File: config.mk
export PLATFORM = sky130hd
export DESIGN_NAME = palindrome_checker_unit
export DESIGN_NICKNAME = d
export VERILOG_FILES = /design/src/hw/rtl/pcu_pkg.sv /design/src/hw/rtl/pcu_ram.sv /design/src/hw/rtl/pcu_ctrl.sv /design/src/hw/rtl/palindrome_checker_unit.sv
export SDC_FILE = /design/constraint.sdc
export NUM_CORES = 1
export LEC_CHECK = 0
export BUFFER_PORTS_ARGS = -buffer_cell sky130_fd_sc_hd__buf_2
export CAP_MARGIN = 20
export CORE_UTILIZATION = 40
export CTS_BUF_LIST = sky130_fd_sc_hd__clkbuf_4
export DETAILED_ROUTE_END_ITERATION = 8
export PLACE_DENSITY = 0.6
export SLEW_MARGIN = 20
export SYNTH_ARGS = -nofsm -noshare
export SYNTH_HDL_FRONTEND = slang
export SYNTH_SLANG_ARGS = --single-unit
File: constraint.sdc
create_clock -name i_clk -period 5.1 [get_ports i_clk]
set_clock_uncertainty 0.1 [all_clocks]
set_input_delay 1.02 -clock i_clk [delete_from_list [all_inputs] [get_ports i_clk]]
set_output_delay 1.02 -clock i_clk [all_outputs]
set_load 0.01 [all_outputs]
File: src/hw/rtl/pcu_pkg.sv
// ----------------------------------------------------------------------------
// pcu_pkg
// shared constants and types of the palindrome checker unit
// ----------------------------------------------------------------------------
package pcu_pkg;

    // store capacity, a string ends once STORE_SIZE-1 characters are stored
    localparam int STORE_SIZE = 128;
    localparam int CNT_W      = (STORE_SIZE > 2) ? $clog2(STORE_SIZE) : 1;
    localparam int CHAR_W     = 8;
    localparam int COUNT_W    = 7;

    localparam logic [CHAR_W-1:0] CHAR_CR    = 8'd13;
    localparam logic [CHAR_W-1:0] CHAR_SPACE = 8'd32;

    localparam logic [CNT_W-1:0] LAST_COUNT = CNT_W'(STORE_SIZE - 1);

    typedef struct packed {
        logic               is_palindrome;
        logic [COUNT_W-1:0] char_count;
        logic               ended_by_full;
    } t_result;

endpackage

File: src/hw/rtl/pcu_ram.sv
// ----------------------------------------------------------------------------
// pcu_ram
// generic ram, one write port, two registered read ports
// ----------------------------------------------------------------------------
module pcu_ram #(
    parameter int WIDTH = 8,
    parameter int DEPTH = 128,
    localparam int AW   = (DEPTH > 2) ? $clog2(DEPTH) : 1
) (
    input  logic             i_clk,
    input  logic             i_we,
    input  logic [AW-1:0]    i_waddr,
    input  logic [WIDTH-1:0] i_wdata,
    input  logic [AW-1:0]    i_raddr_a,
    input  logic [AW-1:0]    i_raddr_b,
    output logic [WIDTH-1:0] o_rdata_a,
    output logic [WIDTH-1:0] o_rdata_b
);

    logic [WIDTH-1:0] r_mem [DEPTH];
    logic [WIDTH-1:0] r_rdata_a;
    logic [WIDTH-1:0] r_rdata_b;

    always_ff @(posedge i_clk) begin
        if (i_we) begin
            r_mem[i_waddr] <= i_wdata;
        end
        r_rdata_a <= r_mem[i_raddr_a];
        r_rdata_b <= r_mem[i_raddr_b];
    end

    assign o_rdata_a = r_rdata_a;
    assign o_rdata_b = r_rdata_b;

endmodule

File: src/hw/rtl/pcu_ctrl.sv
// ----------------------------------------------------------------------------
// pcu_ctrl
// character capture and two-pointer compare over the character store
// ----------------------------------------------------------------------------
module pcu_ctrl (
    input  logic                       i_clk,
    input  logic                       i_rst_n,
    input  logic                       i_in_valid,
    input  logic [pcu_pkg::CHAR_W-1:0] i_char,
    output logic                       o_in_ready,
    output logic                       o_res_valid,
    output pcu_pkg::t_result           o_res,
    input  logic                       i_res_ready
);

    localparam logic [1:0] S_IDLE = 2'd0;
    localparam logic [1:0] S_RD   = 2'd1;
    localparam logic [1:0] S_CMP  = 2'd2;
    localparam logic [1:0] S_OUT  = 2'd3;

    logic [1:0]                  r_state, n_state;
    logic [pcu_pkg::CNT_W-1:0]   r_count, n_count;
    logic [pcu_pkg::CNT_W-1:0]   r_len, n_len;
    logic [pcu_pkg::CNT_W-1:0]   r_lo, n_lo;
    logic [pcu_pkg::CNT_W-1:0]   r_hi, n_hi;
    logic                        r_full, n_full;
    logic                        r_pal, n_pal;

    logic                        w_we;
    logic [pcu_pkg::CNT_W-1:0]   w_cnt_inc;
    logic                        w_end;
    logic [pcu_pkg::CNT_W-1:0]   w_end_len;
    logic                        w_end_full;
    logic [pcu_pkg::CNT_W:0]     w_gap;
    logic [pcu_pkg::CHAR_W-1:0]  w_rd_lo;
    logic [pcu_pkg::CHAR_W-1:0]  w_rd_hi;

    pcu_ram #(
        .WIDTH (pcu_pkg::CHAR_W),
        .DEPTH (pcu_pkg::STORE_SIZE)
    ) u_store (
        .i_clk     (i_clk),
        .i_we      (w_we),
        .i_waddr   (r_count),
        .i_wdata   (i_char),
        .i_raddr_a (r_lo),
        .i_raddr_b (r_hi),
        .o_rdata_a (w_rd_lo),
        .o_rdata_b (w_rd_hi)
    );

    assign o_in_ready = (r_state == S_IDLE);
    assign w_cnt_inc  = r_count + 1'b1;
    assign w_gap      = {1'b0, r_hi} - {1'b0, r_lo};

    // capture side: spaces dropped, cr or a full store ends the string
    always_comb begin
        w_we       = 1'b0;
        w_end      = 1'b0;
        w_end_len  = r_count;
        w_end_full = 1'b0;
        if (i_in_valid && o_in_ready && (i_char != pcu_pkg::CHAR_SPACE)) begin
            if (i_char == pcu_pkg::CHAR_CR) begin
                w_end = 1'b1;
            end else begin
                w_we = 1'b1;
                if (w_cnt_inc == pcu_pkg::LAST_COUNT) begin
                    w_end      = 1'b1;
                    w_end_len  = w_cnt_inc;
                    w_end_full = 1'b1;
                end
            end
        end
    end

    always_comb begin
        n_state = r_state;
        n_count = r_count;
        n_len   = r_len;
        n_lo    = r_lo;
        n_hi    = r_hi;
        n_full  = r_full;
        n_pal   = r_pal;
        case (r_state)
            S_IDLE: begin
                if (w_we) begin
                    n_count = w_cnt_inc;
                end
                if (w_end) begin
                    n_count = '0;
                    n_len   = w_end_len;
                    n_full  = w_end_full;
                    n_lo    = '0;
                    n_hi    = w_end_len - 1'b1;
                    if (w_end_len < pcu_pkg::CNT_W'(2)) begin
                        n_pal   = 1'b1;
                        n_state = S_OUT;
                    end else begin
                        n_state = S_RD;
                    end
                end
            end
            S_RD: begin
                n_state = S_CMP;
            end
            S_CMP: begin
                if (w_rd_lo != w_rd_hi) begin
                    n_pal   = 1'b0;
                    n_state = S_OUT;
                end else if (w_gap > (pcu_pkg::CNT_W + 1)'(2)) begin
                    n_lo    = r_lo + 1'b1;
                    n_hi    = r_hi - 1'b1;
                    n_state = S_RD;
                end else begin
                    n_pal   = 1'b1;
                    n_state = S_OUT;
                end
            end
            S_OUT: begin
                if (i_res_ready) begin
                    n_state = S_IDLE;
                end
            end
            default: begin
                n_state = S_IDLE;
            end
        endcase
    end

    always_ff @(posedge i_clk) begin
        if (!i_rst_n) begin
            r_state <= S_IDLE;
            r_count <= '0;
        end else begin
            r_state <= n_state;
            r_count <= n_count;
        end
        r_len  <= n_len;
        r_lo   <= n_lo;
        r_hi   <= n_hi;
        r_full <= n_full;
        r_pal  <= n_pal;
    end

    assign o_res_valid         = (r_state == S_OUT);
    assign o_res.is_palindrome = r_pal;
    assign o_res.char_count    = pcu_pkg::COUNT_W'(r_len);
    assign o_res.ended_by_full = r_full;

    a_ptr_order: assert property (@(posedge i_clk) disable iff (!i_rst_n)
        (r_state == S_RD) |-> (r_lo < r_hi))
        else $error("pointers crossed during compare");

    a_count_cap: assert property (@(posedge i_clk) disable iff (!i_rst_n)
        r_count < pcu_pkg::LAST_COUNT)
        else $error("stored count reached capacity without ending");

    a_write_idle: assert property (@(posedge i_clk) disable iff (!i_rst_n)
        w_we |-> (r_state == S_IDLE))
        else $error("store written outside capture");

    a_cmp_follows_rd: assert property (@(posedge i_clk) disable iff (!i_rst_n)
        (r_state == S_CMP) |-> ($past(r_state) == S_RD))
        else $error("compare without a read the cycle before");

endmodule

File: src/hw/rtl/palindrome_checker_unit.sv
// ----------------------------------------------------------------------------
// palindrome_checker_unit
// stores a string one character an item, then walks two pointers inward
// ----------------------------------------------------------------------------
// a stored or skipped character is taken one item per cycle while the unit is idle;
// at a string end each compared pair passes a ram read state, then a compare state,
// until a mismatch or the pointers meet; no input is taken until the result is out
// the compare rate is set by the single two-port read of the character store
// reset (i_rst_n low, synchronous) clears the count, fsm and output valid flag;
// the character store itself is not cleared, only written entries are read
// ----------------------------------------------------------------------------
module palindrome_checker_unit (
    input  logic       i_clk,
    input  logic       i_rst_n,
    // input item stream
    input  logic       s_axis_tvalid,
    output logic       s_axis_tready,
    input  logic [7:0] s_axis_tdata,   // [7:0] char_in
    // result stream
    output logic       m_axis_tvalid,
    input  logic       m_axis_tready,
    output logic [7:0] m_axis_tdata,   // [0] is_palindrome, [7:1] char_count
    output logic       m_axis_tuser    // [0] ended_by_full
);

    logic             w_res_valid;
    logic             w_res_ready;
    pcu_pkg::t_result w_res;

    logic             r_out_valid;
    pcu_pkg::t_result r_out;

    // capture and compare engine around the character store
    pcu_ctrl u_ctrl (
        .i_clk       (i_clk),
        .i_rst_n     (i_rst_n),
        .i_in_valid  (s_axis_tvalid),
        .i_char      (s_axis_tdata),
        .o_in_ready  (s_axis_tready),
        .o_res_valid (w_res_valid),
        .o_res       (w_res),
        .i_res_ready (w_res_ready)
    );

    // output register: free when empty or being drained this cycle
    assign w_res_ready = !r_out_valid || m_axis_tready;

    always_ff @(posedge i_clk) begin
        if (!i_rst_n) begin
            r_out_valid <= 1'b0;
        end else if (w_res_ready) begin
            r_out_valid <= w_res_valid;
        end
        if (w_res_ready && w_res_valid) begin
            r_out <= w_res;
        end
    end

    assign m_axis_tvalid = r_out_valid;
    assign m_axis_tdata  = {r_out.char_count, r_out.is_palindrome};
    assign m_axis_tuser  = r_out.ended_by_full;

    // a result is handed over only into a free output register
    a_no_overwrite: assert property (@(posedge i_clk) disable iff (!i_rst_n)
        (r_out_valid && !m_axis_tready) |=> (r_out_valid && $stable(r_out)))
        else $error("pending result overwritten");

    // no new string captured while the engine still owns a result
    a_busy_blocks: assert property (@(posedge i_clk) disable iff (!i_rst_n)
        w_res_valid |-> !s_axis_tready)
        else $error("input accepted while a result is pending in the engine");

endmodule
==> run_results.csv <==
group,metric,value,unit
worst_setup_path,cp_slowest_stage_delay,690,ps
min_path,hp-class,"in2reg",
detailed_routing,vias,27200,
global_routing,grt_pass1_vias,28200,
final_layout,fin_area,55700,um2
timing,setup_violations,0,
timing,hold_violations,0,
synth,synth-compound-area-share,0.510,%
worst_setup_path,worstPathRequired,5730,ps
floorplanning,rows,129,
cts,postCtsHoldBufs,4,
placed_design,hpwlAfterDp,90.7,mm
cts,worstSkewPairLatency,1170,ps
final_layout,seqCellArea,32200,um2
floorplanning,die_w,356,um
floorplanning,start_util,40.4,%
final_layout,area_delta_synth_final,11.2,%
worst_setup_path,end_kind,"flip-flop",
cts,cts_buffers,304,
worst_setup_path,critPathBufInv,2,
global_routing,antenna_found_initial,8,
run,drv_cap,0,
timing,fin_setup_tns,0,ps
synth,ys_seq_area_share,64.4,%
worst_setup_path,path_max_fanout,14,
power,power,0.0177,W
worst_setup_path,crit_top_cell,"inv_1",
cts,clockBufferDepth,4,
synth,synth_area_per_cell,21.8,um2
placed_design,dpl_cell_area,52100,um2
synth,synthMuxAreaShare,30.6,%
synth,synth_area_leaders,"edfxtp_1 63%, mux4_2 30%, nor2_1 1.2%",
worst_setup_path,startpoint_type,"flip-flop",
synth,synth_edf_count,1056,
worst_setup_path,cp_cell_sequence,"inv_1 > ha_1 > inv_1 > fa_1 > a21o_1 > a21oi_1 > nor2b_1 > o21ai_0 > mux2_2 > a32oi_1 > o21a_1",
global_routing,grt.overflow.total,0,
synth,synthAdderAreaFrac,0.315,%
synth,synthSimpleGateAreaFrac,2.23,%
detailed_routing,drc,24,
detailed_routing,drt-total-wl,146,mm
synth,yosysUniqueCellTypes,51,
worst_setup_path,cpLargestDelayFamily,"compound AO/OA/AOI/OAI gates",
worst_setup_path,worst_path_max_delay_cell,"edfxtp_1",
timing,final.min_clock_period,4170,ps
synth,synth.top_cells.by_count,"1056 x edfxtp_1, 672 x mux4_2, 156 x nor2_1",
synth,async_flop_share,0,%
detailed_routing,ant_nets,0,
cts,cts_resized,0,
synth,synthXorXnorAreaFrac,0.420,%
floorplanning,core_area,124000,um2
placed_design,place_congestion,0.852,
timing,max_freq,0.240,GHz
detailed_routing,dr.pass1.iters,7,
cts,root_buffer,"clkbuf_4",
global_routing,gr-usage-all-layers,23.2,%
synth,post-synth-top-count-cell,"edfxtp_1",
synth,synth_area,50100,um2
power,leakagePower,17.1,nW
final_layout,multiInputGateArea,17000,um2
synth,synth_cells,2298,
worst_setup_path,r2r_setup_slack,930,ps
synth,synth_top_family_by_area,"multiplexers",
cts,numClockSinks,1082,
floorplanning,pin_count,23,
timing,rsz0062_at_grt,"no",
synth,yosysWarnings,0,
timing,final.setup.worst_slack,931,ps
detailed_routing,drtIter0Drc,3218,
global_routing,grt_max_degree,127,
timing,slew_headroom,25.9,%
detailed_routing,via_per_inst,6.26,
floorplanning,dieArea,127000,um2
global_routing,grt_pass1_wl,206,mm
final_layout,fillCellCount,10500,
cts,cts_tree,"yes",
power,vdd_drop_max,160,uV
final_layout,layout-drive-gt1-share,44.7,%
worst_setup_path,critical_path_class,"reg2reg",
synth,syn-num-nets,2322,
synth,synth_seq_cells,1082,
power,powerDensity,318,nW/um2
worst_setup_path,worstPathArrival,4800,ps
synth,synth_top_cell_area_share,63.3,%
placed_design,place_ws,1020,ps
floorplanning,chipHeight,356,um
cts,path_clk_slew,60,ps
cts,post_cts_buffers,0,
detailed_routing,post_drt_wl_per_cell,33.5,um
synth,synth_ff_type,"edfxtp_1",
status,status,"complete, but fails checks",
final_layout,fin_nets,2531,
status,violations,"DRC",
cts,htreeDepth,5,
synth,synth.largest_area_cell,"edfxtp_1",
timing,min_period_over_period,81.7,%
timing,tightest_slew,1110,ps
placed_design,io_buffers,22,
timing,finalMaxSlewViolations,0,
## worst reg2reg max path, cell delays in order, from the launching register on
cell and delay, ps:
edfxtp_1 690, inv_1 150, ha_1 180, inv_1 60
fa_1 410, a21o_1 180, a21oi_1 250, nor2b_1 100
o21ai_0 170, mux2_2 360, a32oi_1 420, o21a_1 680
## metrics by stage
step	util (%)	cells	hold WS, ps
after global routing	44.9	4337	66.4
final	44.9	4342	141
after CTS	44.9	4335	28.8
after global placement	42.0	3834	305
after detailed placement	42.0	3834	308
after floorplan	-	2298	300
## kinds of logic after synthesis
kind of cell,Yosys count
flops,1082
simple gates,263
mux,687
xor+xnor,24
compound gates,37
buf+inv,193
fa+ha+maj,12
## power by group
| group | leakage, nW | total [W] | internal, W | switching, W |
|---|---|---|---|---|
| logic | 5.18 | 0.000356 | 0.0000897 | 0.000266 |
| clock network | 2.15 | 0.00760 | 0.00399 | 0.00361 |
| registers | 9.73 | 0.00977 | 0.00976 | 0.00000920 |
| total | 17.1 | 0.0177 | 0.0138 | 0.00388 |
## flip-flops by register name (all words and copies together), names as in the netlist
| signal | flops |
|---|---|
| u_ctrl.u_store.o_rdata_b | 8 |
| u_ctrl.r_full | 1 |
| m_axis_tvalid | 1 |
| u_ctrl.r_count | 7 |
| u_ctrl.u_store.o_rdata_a | 8 |
| u_ctrl.r_pal | 1 |
| m_axis_tuser | 1 |
| u_ctrl.r_lo | 7 |
| u_ctrl.u_store.r_mem | 1024 |
| m_axis_tdata | 8 |
| u_ctrl.r_hi | 7 |
| u_ctrl.r_state | 2 |
| u_ctrl.r_len | 7 |
## layout make-up
cell class | instances | share of cell area, %
multi-input combinational | 1023 | 30.6
sequential | 1082 | 57.9
inverter | 20 | 0.142
timing repair buffer | 76 | 1.25
clock buffer | 421 | 5.68
clock inverter | 76 | 0.735
tap | 1637 | 3.68
antenna | 7 | 0.0315
## worst paths after layout
check	from	to	depth (start not counted)
hold / removal	s_axis_tdata[1]	u_ctrl.u_store.r_mem[74][1]	1
setup / recovery	u_ctrl.r_hi[0]	u_ctrl.r_lo[3]	11
hold reg to reg	u_ctrl.r_len[2]	m_axis_tdata[3]	0
setup reg to reg	u_ctrl.r_hi[0]	u_ctrl.r_lo[3]	11
## cell usage in the layout (no fill, tap or decap), types with 5 or more instances in the layout
cell type  Yosys  final
clkinv_2       0     12
buf_2         46     14
nor4_1         5      5
a21oi_1       10     10
xnor2_1       13     13
buf_12         0     12
buf_4          2     46
clkinv_1       3     56
diode_2        0      7
dfxtp_1       26     26
clkbuf_4       0    421
mux2_2        10     10
o21ai_0        7      7
nand3_1       17     17
xor2_1        11     11
nor2b_1        8      8
nand2_1       50     50
ha_1          11     11
nor2_1       156    156
inv_2          1      8
nor3_1        10     10
inv_1         16     14
edfxtp_1    1056   1056
mux4_2       672    672
## per-layer routing
metal / GRT usage (%) / part of all wire [%]
met4: 7.03 / 2.4
met5: 0 / 0.019
met1: 32.1 / 40
met3: 6.13 / 9.9
met2: 36.2 / 48
(Power assumes the default switching activity.)
